**config.mk**
```make
export PLATFORM = sky130hd
export DESIGN_NAME = integer_ratio_resampler_core
export DESIGN_NICKNAME = d
export VERILOG_FILES = /design/src/hdl/irr_pkg.sv /design/src/hdl/irr_front.sv /design/src/hdl/irr_queue.sv /design/src/hdl/irr_back.sv /design/src/hdl/integer_ratio_resampler_core.sv
export SDC_FILE = /design/constraint.sdc
export NUM_CORES = 1
export LEC_CHECK = 0
export BUFFER_PORTS_ARGS = -buffer_cell sky130_fd_sc_hd__buf_2
export CORE_AREA = 5 5 128 106
export DETAILED_ROUTE_END_ITERATION = 7
export DIE_AREA = 0 0 133 111
export PLACE_DENSITY = 0.79
export SETUP_SLACK_MARGIN = 0.2
export SKIP_LAST_GASP = 1
export SYNTH_ARGS = -nofsm -noshare
export SYNTH_HDL_FRONTEND = slang
export SYNTH_HIERARCHICAL = 1
export SYNTH_SLANG_ARGS = --single-unit
```
**constraint.sdc**
```tcl
create_clock -name clock -period 4.7 [get_ports clock]
set_input_delay 0.235 -clock clock [delete_from_list [all_inputs] [get_ports clock]]
set_output_delay 0.235 -clock clock [all_outputs]
set_load 0.05 [all_outputs]
```
**src/hdl/irr_pkg.sv**
```systemverilog
`timescale 1ns / 1ps
// ----------------------------------------------------------------------------
// irr_pkg
// Shared types and constants of the integer ratio resampler.
// ----------------------------------------------------------------------------
package irr_pkg;

   localparam int MAX_FACTOR   = 16;
   localparam int MAX_OUTPUT   = 4096;
   localparam int SAMPLE_W     = 16;
   localparam int FACTOR_W     = 5;
   localparam int COUNT_W      = 13;
   localparam int PHASE_W      = 4;
   localparam int QUEUE_DEPTH  = 2;
   localparam int QUEUE_PTR_W  = 1;
   localparam int QUEUE_CNT_W  = 2;

   typedef enum logic [1:0] {
      REG_DOWN_MODE    = 2'd0,
      REG_RATE_FACTOR  = 2'd1,
      REG_OUTPUT_LIMIT = 2'd2,
      REG_UNUSED       = 2'd3
   } reg_index_type;

   // Effective configuration, already clamped to the supported range.
   typedef struct packed {
      logic                down_mode;
      logic [FACTOR_W-1:0] factor;
      logic [COUNT_W-1:0]  limit;
   } cfg_type;

   // One classified request waiting for the output sequencer.
   typedef struct packed {
      logic signed [SAMPLE_W-1:0] sample;
      logic [FACTOR_W-1:0]        copies;
      logic                       buffer_end;
   } entry_type;

endpackage

```
**src/hdl/irr_front.sv**
```systemverilog
`timescale 1ns / 1ps
// ----------------------------------------------------------------------------
// irr_front
// Accepts requests, tracks the decimation phase and decides how many
// output copies each request produces.
// ----------------------------------------------------------------------------
module irr_front (
   input  logic                              clock,
   input  logic                              reset,
   input  irr_pkg::cfg_type                  cfg,
   input  logic                              req_tvalid,
   output logic                              req_tready,
   input  logic signed [irr_pkg::SAMPLE_W-1:0] req_sample,
   input  logic                              req_last,
   output logic                              push_valid,
   input  logic                              push_ready,
   output irr_pkg::entry_type                push_entry
);
   import irr_pkg::*;

   logic [PHASE_W-1:0]  phase_ff;
   logic [PHASE_W-1:0]  phase_in;
   logic [FACTOR_W-1:0] phase_inc;
   logic                accept;

   assign req_tready = push_ready;
   assign push_valid = req_tvalid;
   assign accept     = req_tvalid & push_ready;
   assign phase_inc  = {1'b0, phase_ff} + FACTOR_W'(1);

   always_comb begin
      push_entry.sample     = req_sample;
      push_entry.buffer_end = req_last;
      if (cfg.down_mode) begin
         push_entry.copies = (phase_ff == '0) ? FACTOR_W'(1) : '0;
      end else begin
         push_entry.copies = cfg.factor;
      end
   end

   always_comb begin
      phase_in = phase_ff;
      if (accept) begin
         if (req_last || !cfg.down_mode) begin
            phase_in = '0;
         end else if (phase_inc >= cfg.factor) begin
            // Also wraps a phase left beyond a factor lowered mid-buffer.
            phase_in = '0;
         end else begin
            phase_in = phase_inc[PHASE_W-1:0];
         end
      end
   end

   always_ff @(posedge clock) begin
      if (reset) begin
         phase_ff <= '0;
      end else begin
         phase_ff <= phase_in;
      end
   end

endmodule

```
**src/hdl/irr_queue.sv**
```systemverilog
`timescale 1ns / 1ps
// ----------------------------------------------------------------------------
// irr_queue
// Two-entry queue that decouples request classification from output
// sequencing.
// ----------------------------------------------------------------------------
module irr_queue (
   input  logic               clock,
   input  logic               reset,
   input  logic               push_valid,
   output logic               push_ready,
   input  irr_pkg::entry_type push_entry,
   output logic               head_valid,
   input  logic               pop,
   output irr_pkg::entry_type head_entry
);
   import irr_pkg::*;

   entry_type              slot_ff [QUEUE_DEPTH];
   logic [QUEUE_PTR_W-1:0] wr_ptr_ff;
   logic [QUEUE_PTR_W-1:0] wr_ptr_in;
   logic [QUEUE_PTR_W-1:0] rd_ptr_ff;
   logic [QUEUE_PTR_W-1:0] rd_ptr_in;
   logic [QUEUE_CNT_W-1:0] fill_ff;
   logic [QUEUE_CNT_W-1:0] fill_in;
   logic                   do_push;
   logic                   do_pop;

   assign push_ready = (fill_ff != QUEUE_CNT_W'(QUEUE_DEPTH));
   assign head_valid = (fill_ff != '0);
   assign head_entry = slot_ff[rd_ptr_ff];
   assign do_push    = push_valid & push_ready;
   assign do_pop     = pop & head_valid;

   always_comb begin
      wr_ptr_in = do_push ? wr_ptr_ff + QUEUE_PTR_W'(1) : wr_ptr_ff;
      rd_ptr_in = do_pop ? rd_ptr_ff + QUEUE_PTR_W'(1) : rd_ptr_ff;
      fill_in   = fill_ff;
      if (do_push && !do_pop) begin
         fill_in = fill_ff + QUEUE_CNT_W'(1);
      end else if (do_pop && !do_push) begin
         fill_in = fill_ff - QUEUE_CNT_W'(1);
      end
   end

   always_ff @(posedge clock) begin
      if (reset) begin
         wr_ptr_ff <= '0;
         rd_ptr_ff <= '0;
         fill_ff   <= '0;
      end else begin
         wr_ptr_ff <= wr_ptr_in;
         rd_ptr_ff <= rd_ptr_in;
         fill_ff   <= fill_in;
      end
   end

   always_ff @(posedge clock) begin
      if (do_push) begin
         slot_ff[wr_ptr_ff] <= push_entry;
      end
   end

endmodule

```
**src/hdl/irr_back.sv**
```systemverilog
`timescale 1ns / 1ps
// ----------------------------------------------------------------------------
// irr_back
// Output sequencer: emits head-entry copies one per cycle while the receiver
// is ready, keeps the per-buffer output count and drives the result register.
// ----------------------------------------------------------------------------
module irr_back (
   input  logic                                 clock,
   input  logic                                 reset,
   input  irr_pkg::cfg_type                     cfg,
   input  logic                                 head_valid,
   input  irr_pkg::entry_type                   head_entry,
   output logic                                 pop,
   output logic                                 rsp_tvalid,
   input  logic                                 rsp_tready,
   output logic signed [irr_pkg::SAMPLE_W-1:0]  rsp_sample,
   output logic                                 rsp_last,
   output logic [irr_pkg::COUNT_W-1:0]          rsp_count,
   output logic                                 rsp_full
);
   import irr_pkg::*;

   logic [COUNT_W-1:0]         count_ff;
   logic [COUNT_W-1:0]         count_in;
   logic                       full_ff;
   logic                       full_in;
   logic [FACTOR_W-1:0]        sent_ff;
   logic [FACTOR_W-1:0]        sent_in;
   logic                       valid_ff;
   logic                       valid_in;
   logic signed [SAMPLE_W-1:0] sample_ff;
   logic                       last_ff;
   logic [COUNT_W-1:0]         wcount_ff;
   logic                       reached_ff;

   logic [COUNT_W-1:0]  count_next;
   logic [FACTOR_W-1:0] sent_next;
   logic                advance;
   logic                can_emit;
   logic                hit_limit;
   logic                last_copy;
   logic                emit;
   logic                skip;

   assign count_next = count_ff + COUNT_W'(1);
   assign sent_next  = sent_ff + FACTOR_W'(1);
   assign advance    = !valid_ff || rsp_tready;
   assign can_emit   = (sent_ff < head_entry.copies) && !full_ff && (count_ff < cfg.limit);
   assign hit_limit  = (count_next == cfg.limit);
   assign last_copy  = (sent_next == head_entry.copies) || hit_limit;
   assign emit       = head_valid && can_emit && advance;
   // An entry with nothing left to give retires at once, even under stall.
   assign skip       = head_valid && !can_emit;
   assign pop        = skip || (emit && last_copy);

   always_comb begin
      count_in = count_ff;
      full_in  = full_ff;
      sent_in  = sent_ff;
      if (emit) begin
         count_in = count_next;
         full_in  = hit_limit;
         sent_in  = last_copy ? '0 : sent_next;
      end else if (skip) begin
         sent_in = '0;
      end
      if (pop && head_entry.buffer_end) begin
         count_in = '0;
         full_in  = 1'b0;
      end
      if (emit) begin
         valid_in = 1'b1;
      end else if (rsp_tready) begin
         valid_in = 1'b0;
      end else begin
         valid_in = valid_ff;
      end
   end

   always_ff @(posedge clock) begin
      if (reset) begin
         count_ff <= '0;
         full_ff  <= 1'b0;
         sent_ff  <= '0;
         valid_ff <= 1'b0;
      end else begin
         count_ff <= count_in;
         full_ff  <= full_in;
         sent_ff  <= sent_in;
         valid_ff <= valid_in;
      end
   end

   always_ff @(posedge clock) begin
      if (emit) begin
         sample_ff  <= head_entry.sample;
         last_ff    <= last_copy;
         wcount_ff  <= count_next;
         reached_ff <= hit_limit;
      end
   end

   assign rsp_tvalid = valid_ff;
   assign rsp_sample = sample_ff;
   assign rsp_last   = last_ff;
   assign rsp_count  = wcount_ff;
   assign rsp_full   = reached_ff;

endmodule

```
**src/hdl/integer_ratio_resampler_core.sv**
```systemverilog
`timescale 1ns / 1ps
// ----------------------------------------------------------------------------
// integer_ratio_resampler_core
// Integer-factor audio resampler: decimation or sample repetition with a
// per-buffer output limit.
// ----------------------------------------------------------------------------
// In down mode the core takes one request per clock while results are taken
// and passes every Nth sample; in up mode each request gives N copies (the
// clamped rate_factor), which the output sequencer emits one per cycle while
// the receiver is ready. A request that gives no result leaves the queue at
// once, even under stall, yet a stalled result still holds up the input once
// the queue is full. A two-entry queue between classification and sequencing
// lets the input keep flowing while a result waits in the output register.
// Program the registers only while the core is idle.
module integer_ratio_resampler_core (
   input  logic        clock,
   input  logic        reset,
   // request channel
   input  logic        req_tvalid,
   output logic        req_tready,
   input  logic [15:0] req_tdata,   // [15:0] sample_in
   input  logic        req_tlast,   // buffer_end
   // result channel
   output logic        rsp_tvalid,
   input  logic        rsp_tready,
   output logic [31:0] rsp_tdata,   // [15:0] sample_out, [28:16] written_count, zero
   output logic        rsp_tlast,   // run_last
   output logic        rsp_tuser,   // [0] limit_reached
   // configuration port
   input  logic        csr_psel,
   input  logic        csr_penable,
   input  logic        csr_pwrite,
   input  logic [3:0]  csr_paddr,
   input  logic [31:0] csr_pwdata,
   output logic [31:0] csr_prdata,
   output logic        csr_pready
);
   import irr_pkg::*;

   logic                down_mode_ff;
   logic [FACTOR_W-1:0] rate_factor_ff;
   logic [COUNT_W-1:0]  output_limit_ff;
   reg_index_type       reg_index;
   logic                csr_write;
   cfg_type             cfg;

   logic                       push_valid;
   logic                       push_ready;
   entry_type                  push_entry;
   logic                       head_valid;
   entry_type                  head_entry;
   logic                       pop;
   logic signed [SAMPLE_W-1:0] rsp_sample;
   logic [COUNT_W-1:0]         rsp_count;

   assign csr_pready = 1'b1;
   assign reg_index  = reg_index_type'(csr_paddr[3:2]);
   assign csr_write  = csr_psel & csr_penable & csr_pwrite & csr_pready;

   always_ff @(posedge clock) begin
      if (reset) begin
         down_mode_ff    <= 1'b0;
         rate_factor_ff  <= FACTOR_W'(1);
         output_limit_ff <= COUNT_W'(MAX_OUTPUT);
      end else if (csr_write) begin
         case (reg_index)
            REG_DOWN_MODE:    down_mode_ff    <= csr_pwdata[0];
            REG_RATE_FACTOR:  rate_factor_ff  <= csr_pwdata[FACTOR_W-1:0];
            REG_OUTPUT_LIMIT: output_limit_ff <= csr_pwdata[COUNT_W-1:0];
            default: ;
         endcase
      end
   end

   always_comb begin
      case (reg_index)
         REG_DOWN_MODE:    csr_prdata = {31'd0, down_mode_ff};
         REG_RATE_FACTOR:  csr_prdata = {{(32-FACTOR_W){1'b0}}, rate_factor_ff};
         REG_OUTPUT_LIMIT: csr_prdata = {{(32-COUNT_W){1'b0}}, output_limit_ff};
         default:          csr_prdata = '0;
      endcase
   end

   // Clamp the factor to 1..MAX_FACTOR and the limit to MAX_OUTPUT.
   always_comb begin
      cfg.down_mode = down_mode_ff;
      if (rate_factor_ff == '0) begin
         cfg.factor = FACTOR_W'(1);
      end else if (rate_factor_ff > FACTOR_W'(MAX_FACTOR)) begin
         cfg.factor = FACTOR_W'(MAX_FACTOR);
      end else begin
         cfg.factor = rate_factor_ff;
      end
      if (output_limit_ff > COUNT_W'(MAX_OUTPUT)) begin
         cfg.limit = COUNT_W'(MAX_OUTPUT);
      end else begin
         cfg.limit = output_limit_ff;
      end
   end

   irr_front u_front (
      .clock      (clock),
      .reset      (reset),
      .cfg        (cfg),
      .req_tvalid (req_tvalid),
      .req_tready (req_tready),
      .req_sample (req_tdata),
      .req_last   (req_tlast),
      .push_valid (push_valid),
      .push_ready (push_ready),
      .push_entry (push_entry)
   );

   irr_queue u_queue (
      .clock      (clock),
      .reset      (reset),
      .push_valid (push_valid),
      .push_ready (push_ready),
      .push_entry (push_entry),
      .head_valid (head_valid),
      .pop        (pop),
      .head_entry (head_entry)
   );

   irr_back u_back (
      .clock      (clock),
      .reset      (reset),
      .cfg        (cfg),
      .head_valid (head_valid),
      .head_entry (head_entry),
      .pop        (pop),
      .rsp_tvalid (rsp_tvalid),
      .rsp_tready (rsp_tready),
      .rsp_sample (rsp_sample),
      .rsp_last   (rsp_tlast),
      .rsp_count  (rsp_count),
      .rsp_full   (rsp_tuser)
   );

   assign rsp_tdata = {{(32-SAMPLE_W-COUNT_W){1'b0}}, rsp_count, rsp_sample};

endmodule

```
## Yosys cells after proc, flatten, opt, wreduce, memory -nomap -nowiden

Memories as Yosys holds them, arrays and structs flattened. A register that Yosys moved wholly into a read port is not among the register bits.
Cells that the tools add are included.

- Reductions and logical operators: 30
- Divide/modulo/power cells: 0
- Magnitude comparators: 5
- Shift operators: 0
- Equal/unequal tests: 5
- Mux-type cells: 19
- Multipliers: 0
- Add/sub/neg operators: 7
- Bitwise logic cells: 4

Operators with widths:

| cell | number |
|---|---|
| $pmux 13 s3 | 1 |
| $mux 5 | 6 |
| $add 13x1->13 const B | 1 |
| $eq 13x13->1 | 1 |
| $gt 13x13->1 const B | 1 |
| $lt 13x13->1 | 1 |
| $mux 13 | 1 |
| $logic_and 1x1->1 | 9 |
| $mux 4 | 2 |
| $reduce_bool 2->1 | 4 |
| $mux 1 | 7 |
| $logic_not 1->1 | 6 |
| $reduce_and 2->1 | 3 |
| $add 4x1->5 const B | 1 |
| $add 5x1->5 const B | 1 |
| $eq 5x5->1 | 1 |
| $ge 5x5->1 | 1 |
| $gt 5x5->1 const B | 1 |
| $logic_not 5->1 | 1 |
| $lt 5x5->1 | 1 |
| $and 1x1->1 | 4 |
| $logic_not 4->1 | 1 |
| $logic_or 1x1->1 | 4 |
| $mux 2 | 2 |
| other kinds (8) | 9 |

- Output and inout bits: 69
- RAM bits: 44
- Input bits: 60
- Bits in latches: 0
- Bits in read-only memories: 0
- Register bits: 78
- Memories kept: 1

Memory list:

| memory | words | width | rd ports | clocked after memory_dff | write ports | line | source |
|---|---|---|---|---|---|---|---|
| u_queue.slot_ff | 2 | 22 | 1 | 1 | 1 | irr_queue.sv:19 | `entry_type slot_ff [QUEUE_DEPTH];` |

## Logic depth before layout (Yosys ltp)

- Depth in word-level cells: 12
- Mapped depth: 16
- Mapped depth without buffers: 14

## Hierarchy

Netlist, hierarchy kept.

Modules (own cells, without submodules):

| module | seq. area each (µm²) | cells an instance | times used | area each (µm²) |
|---|---|---|---|---|
| irr_back | 1,331.3 | 276 | 1 | 2,970.3 |
| irr_queue | 1,421.4 | 92 | 1 | 1,801.7 |
| integer_ratio_resampler_core | 380.4 | 144 | 1 | 1,278.7 |
| irr_front | 80.1 | 67 | 1 | 550.5 |

## Worst setup path before layout

OpenSTA, ideal clock, no wires.

- Kind: register to register
- Start point: reg u_back.count_ff[0]
- End point: reg u_queue.fill_ff[1]
- Slack: 1,343 ps
- Buffers on the path: 3
- Cell stages (with the launch flop): 15
- Arrival: 3,287 ps
- Library setup time: 70 ps
- Required time: 4,630 ps
- Cell sequence: dfxtp_1 > ha_1 > clkbuf_2 > and3_1 > clkbuf_1 > nand3_1 > xnor2_1 > or4_1 > o31a_1 > buf_6 > o21ai_0 > o21ai_0 > ha_1 > or3_1 > a21oi_1

- Word-level cells in the longest chain between the ends: 10
- Elaborated cells on any way between the ends: 17

RTL lines:

| item | line | source |
|---|---|---|
| start: declaration | irr_back.sv:23 | `logic [COUNT_W-1:0] count_ff;` |
| start signal: assignment | irr_back.sv:87 | `count_ff <= count_in;` |
| parallel branches: the longest is 5 deep, another holds $add 13x1->13 | - |  |
| $logic_or 1x1->1 (*) | irr_back.sv:54 | `assign pop = skip \|\| (emit && last_copy);` |
| net pop | integer_ratio_resampler_core.sv:52 | `logic pop;` |
| $and 1x1->1 (*) | irr_queue.sv:33 | `assign do_pop = pop & head_valid;` |
| $logic_not 1->1 | irr_queue.sv:39 | `if (do_push && !do_pop) begin` |
| $logic_and 1x1->1 | irr_queue.sv:39 |  |
| $mux 2 / $reduce_bool 2->1 (equally long branches) | - |  |
| end signal: assignment | irr_queue.sv:54 | `fill_ff <= fill_in;` |
| end: declaration | irr_queue.sv:24 | `logic [QUEUE_CNT_W-1:0] fill_ff;` |

Mark *: on every way through the listed nets, which the timed path passes.
A chain may end at the register's enable or synchronous reset.

==> impl_metrics.yaml <==
final_layout:
  nNetsFinal: 745
  diodes: 0
  area_growth_pct: 15.0
  stdcell_count: 822
  drive_above_1_share_pct: 25.4
  fin_util_pct: 63.1
  finish.instance_area_um2: 7590
setup_path:
  required_ns: 5.04
  path_class: "reg -> reg"
  crit_arrival_ns: 4.27
  end_kind: "flip-flop"
  critPathLaunchType: "flip-flop"
  crit_path_max_fanout: 14
timing:
  max_slew_margin_pct: 29.3
  final_hold_viol_count: 0
  rsz0062_at_grt: "no"
  fin_skew_ns: 0.00967
  slew_viol_final: 0
  fin_tns_setup_ns: 0
  finalSetupViolations: 0
  period_minus_slack_ns: 3.93
  setup_ws_ns: 0.769
  max_clock_freq_mhz: 254
  finalCritPeriodShare_pct: 83.6
  tightest_slew_ns: 1.06
  holdWs_ns: 0.0445
route:
  via_per_inst: 5.23
  drt_iter0_drc: 233
  via_count: 4297
  wire_per_inst_um: 15.9
  antenna_left: 0
  drc: 0
  routed_wl_um: 13100
  dr.pass1.iters: 5
pwr:
  p_leak_nw: 3.04
  intPower_mw: 2.41
  p_per_area_nw_per_um2: 488
  seq_power_share_pct: 38.6
  netSwitchingFraction_pct: 35.0
  p_switching_mw: 1.30
  peakVddDrop_uv: 308
  clkPwrFrac_pct: 34.6
  pwr-share-comb_pct: 26.8
  finalPower_mw: 3.70
global_route:
  met2_usage_pct: 29.4
  grt_pass1_wl_um: 21900
  gr-total-overflow: 0
  top_usage_layer: "met2"
  grt_max_degree: 48
  met1_usage_pct: 24.2
  use_met3_pct: 6.44
  grt_pass1_vias: 4436
  grt_use_total_pct: 18.7
  antenna_found_initial: 0
cts:
  cts_buffer_depth: 2
  cts_buffers: 17
  cts_sinks: 123
  path_clk_slew_ns: 0.06
  tritoncts: "done"
  cts_max_level: 4
  cts_root_buf: "clkbuf_16"
  clk_latency_ns: 0.42
placed_design:
  port_buffers: 84
  dp_cells: 774
  gp_congestion: 0.897
  preCtsSetupSlack_ns: 0.854
  placed_cell_area_um2: 6840
  place_hpwl_um: 9280
floorplan:
  ios: 129
  die_height_um: 111
  rows: 36
  core-area_um2: 12000
  dieArea_um2: 14800
  start_util_pct: 54.9
  die_w_um: 133
synth:
  ys.flop_type: "edfxtp_1"
  syn_area_um2: 6600
  synth_cells: 579
  ys_async_sr_fraction_pct: 0
  synth-edff-count: 75
  ys_ff_latch: 123
  synthTopCellsByArea: "edfxtp_1, dfxtp_1, ha_1"
  ys_seq_area_share_pct: 48.7
  synth.avg_cell_area_um2: 11.4
  synth_area_leader_cell: "edfxtp_1"
  synth_most_common_cell: "edfxtp_1"
  synth_commonest_cells: "edfxtp_1, dfxtp_1, buf_4"
  ys_warn_count: 6
  synthDistinctLibCells: 66
  yosysTopAreaCellShare_pct: 34.1
outcome:
  status: "finished clean"
run:
  cap_violations: 0
min_path:
  hp-class: "in -> reg"
what timing repair did:
action | in CTS | in global routing
endpoints found under the hold margin | 27 | 4
hold buffers | 14 | 2
buffers inserted | 0 | 0
gates resized for setup | 0 | 0
setup endpoints to repair | 0 | 0
routing by layer:
| layer | up-vias | part of all wire (%) | wire, um |
|---|---|---|---|
| met3 | 19 | 6.6 | 861 |
| li1 | 2117 | - | - |
| met2 | 147 | 47 | 6170 |
| met4 | 0 | 1.3 | 176 |
| met1 | 2014 | 45 | 5880 |
| met5 | - | 0 | 0 |
cell usage in the layout, fill, tap and decap left out, types with 3 or more instances in the layout:
| cell type | count |
|---|---|
| xnor2_1 | 20 |
| and2_1 | 9 |
| dlygate4sd3_1 | 16 |
| clkinvlp_4 | 4 |
| edfxtp_1 | 75 |
| or3_1 | 7 |
| o31ai_1 | 3 |
| o21ai_1 | 3 |
| nand3_1 | 16 |
| dfxtp_1 | 48 |
| nor2_1 | 30 |
| a21oi_1 | 15 |
| o21ai_0 | 15 |
| clkinv_4 | 3 |
| nand2b_1 | 32 |
| xor2_1 | 24 |
| conb_1 | 23 |
| nor2_2 | 3 |
| clkbuf_16 | 17 |
| mux2_2 | 22 |
| ha_1 | 28 |
| inv_1 | 33 |
| nand2_1 | 21 |
| and3_1 | 5 |
| nand4_1 | 4 |
| nor3_1 | 7 |
| nand3b_1 | 4 |
| nor2b_1 | 18 |
| a22o_1 | 4 |
| o211ai_1 | 3 |
| buf_2 | 84 |
| mux2i_1 | 21 |
registers in the layout, indices dropped and copies added, names as in the netlist, named ones only:
signal / flops
u_queue/fill_ff: 2
u_back/count_ff: 13
u_back/rsp_sample: 16
u_back/rsp_tvalid: 1
u_back/full_ff: 1
rate_factor_ff: 5
u_back/sent_ff: 5
u_back/rsp_count: 13
u_queue/wr_ptr_ff: 1
u_queue/rd_ptr_ff: 1
u_back/rsp_full: 1
u_front/phase_ff: 4
output_limit_ff: 13
u_queue/slot_ff: 44
down_mode_ff: 1
u_back/rsp_last: 1
worst max-delay path: stages, from the launching register on:
cell and delay (ns):
dfxtp_1 0.57, buf_4 0.31, mux2_2 0.38, inv_1 0.07, ha_1 0.22, o21ai_0 0.09
a21oi_1 0.15, nor4_4 0.38, nand2_1 0.37, o21ai_0 0.27, o21ai_0 0.19, ha_1 0.36
or3_1 0.36, a21oi_1 0.14
final cells by class:
| type | instances | area (um^2) |
|---|---|---|
| Inverter | 33 | 124 |
| Fill cell | 920 | 4440 |
| Multi-Input combinational cell | 380 | 2870 |
| Clock inverter | 13 | 144 |
| Sequential cell | 123 | 3210 |
| Timing Repair Buffer | 102 | 608 |
| Tap cell | 152 | 190 |
| Clock buffer | 19 | 443 |
kinds of logic (layout without fill, tap and decap cells):
group,count (synthesis),after routing,synth area share (%)
compound gates,61,61,6.65
xor+xnor,46,46,6.63
fa+ha+maj,28,28,5.31
buf+inv,97,167,9.06
flops,123,123,48.7
mux,43,43,6.94
other cells,2,23,0.114
simple gates,179,179,16.6
path summary, 6_finish.rpt:
check                                    from                         endpoint  slack (ns)  cells past startpoint
setup / recovery                    flip-flop  u_queue/fill_ff[1]$_SDFFE_PP0P_        0.77                     13
hold / removal                      req_tlast  u_queue/slot_ff[0][0]$_DFFE_PP_        0.04                      1
setup reg to reg                    flip-flop  u_queue/fill_ff[1]$_SDFFE_PP0P_        0.77                     13
hold reg to reg   u_back/full_ff$_SDFFE_PP0P_      u_back/full_ff$_SDFFE_PP0P_        0.49                      2
power groups by stage:
stage	Sequential (mW)	Clock (mW)	Combinational [mW]
global placement	1.44	0	0.965
floorplan	1.79	0	0.435
detailed placement	1.45	0	0.984
CTS	1.43	1.31	0.996
finish	1.43	1.28	0.993
global route	1.44	1.37	1.06
Power figures use the tool's default switching activity.
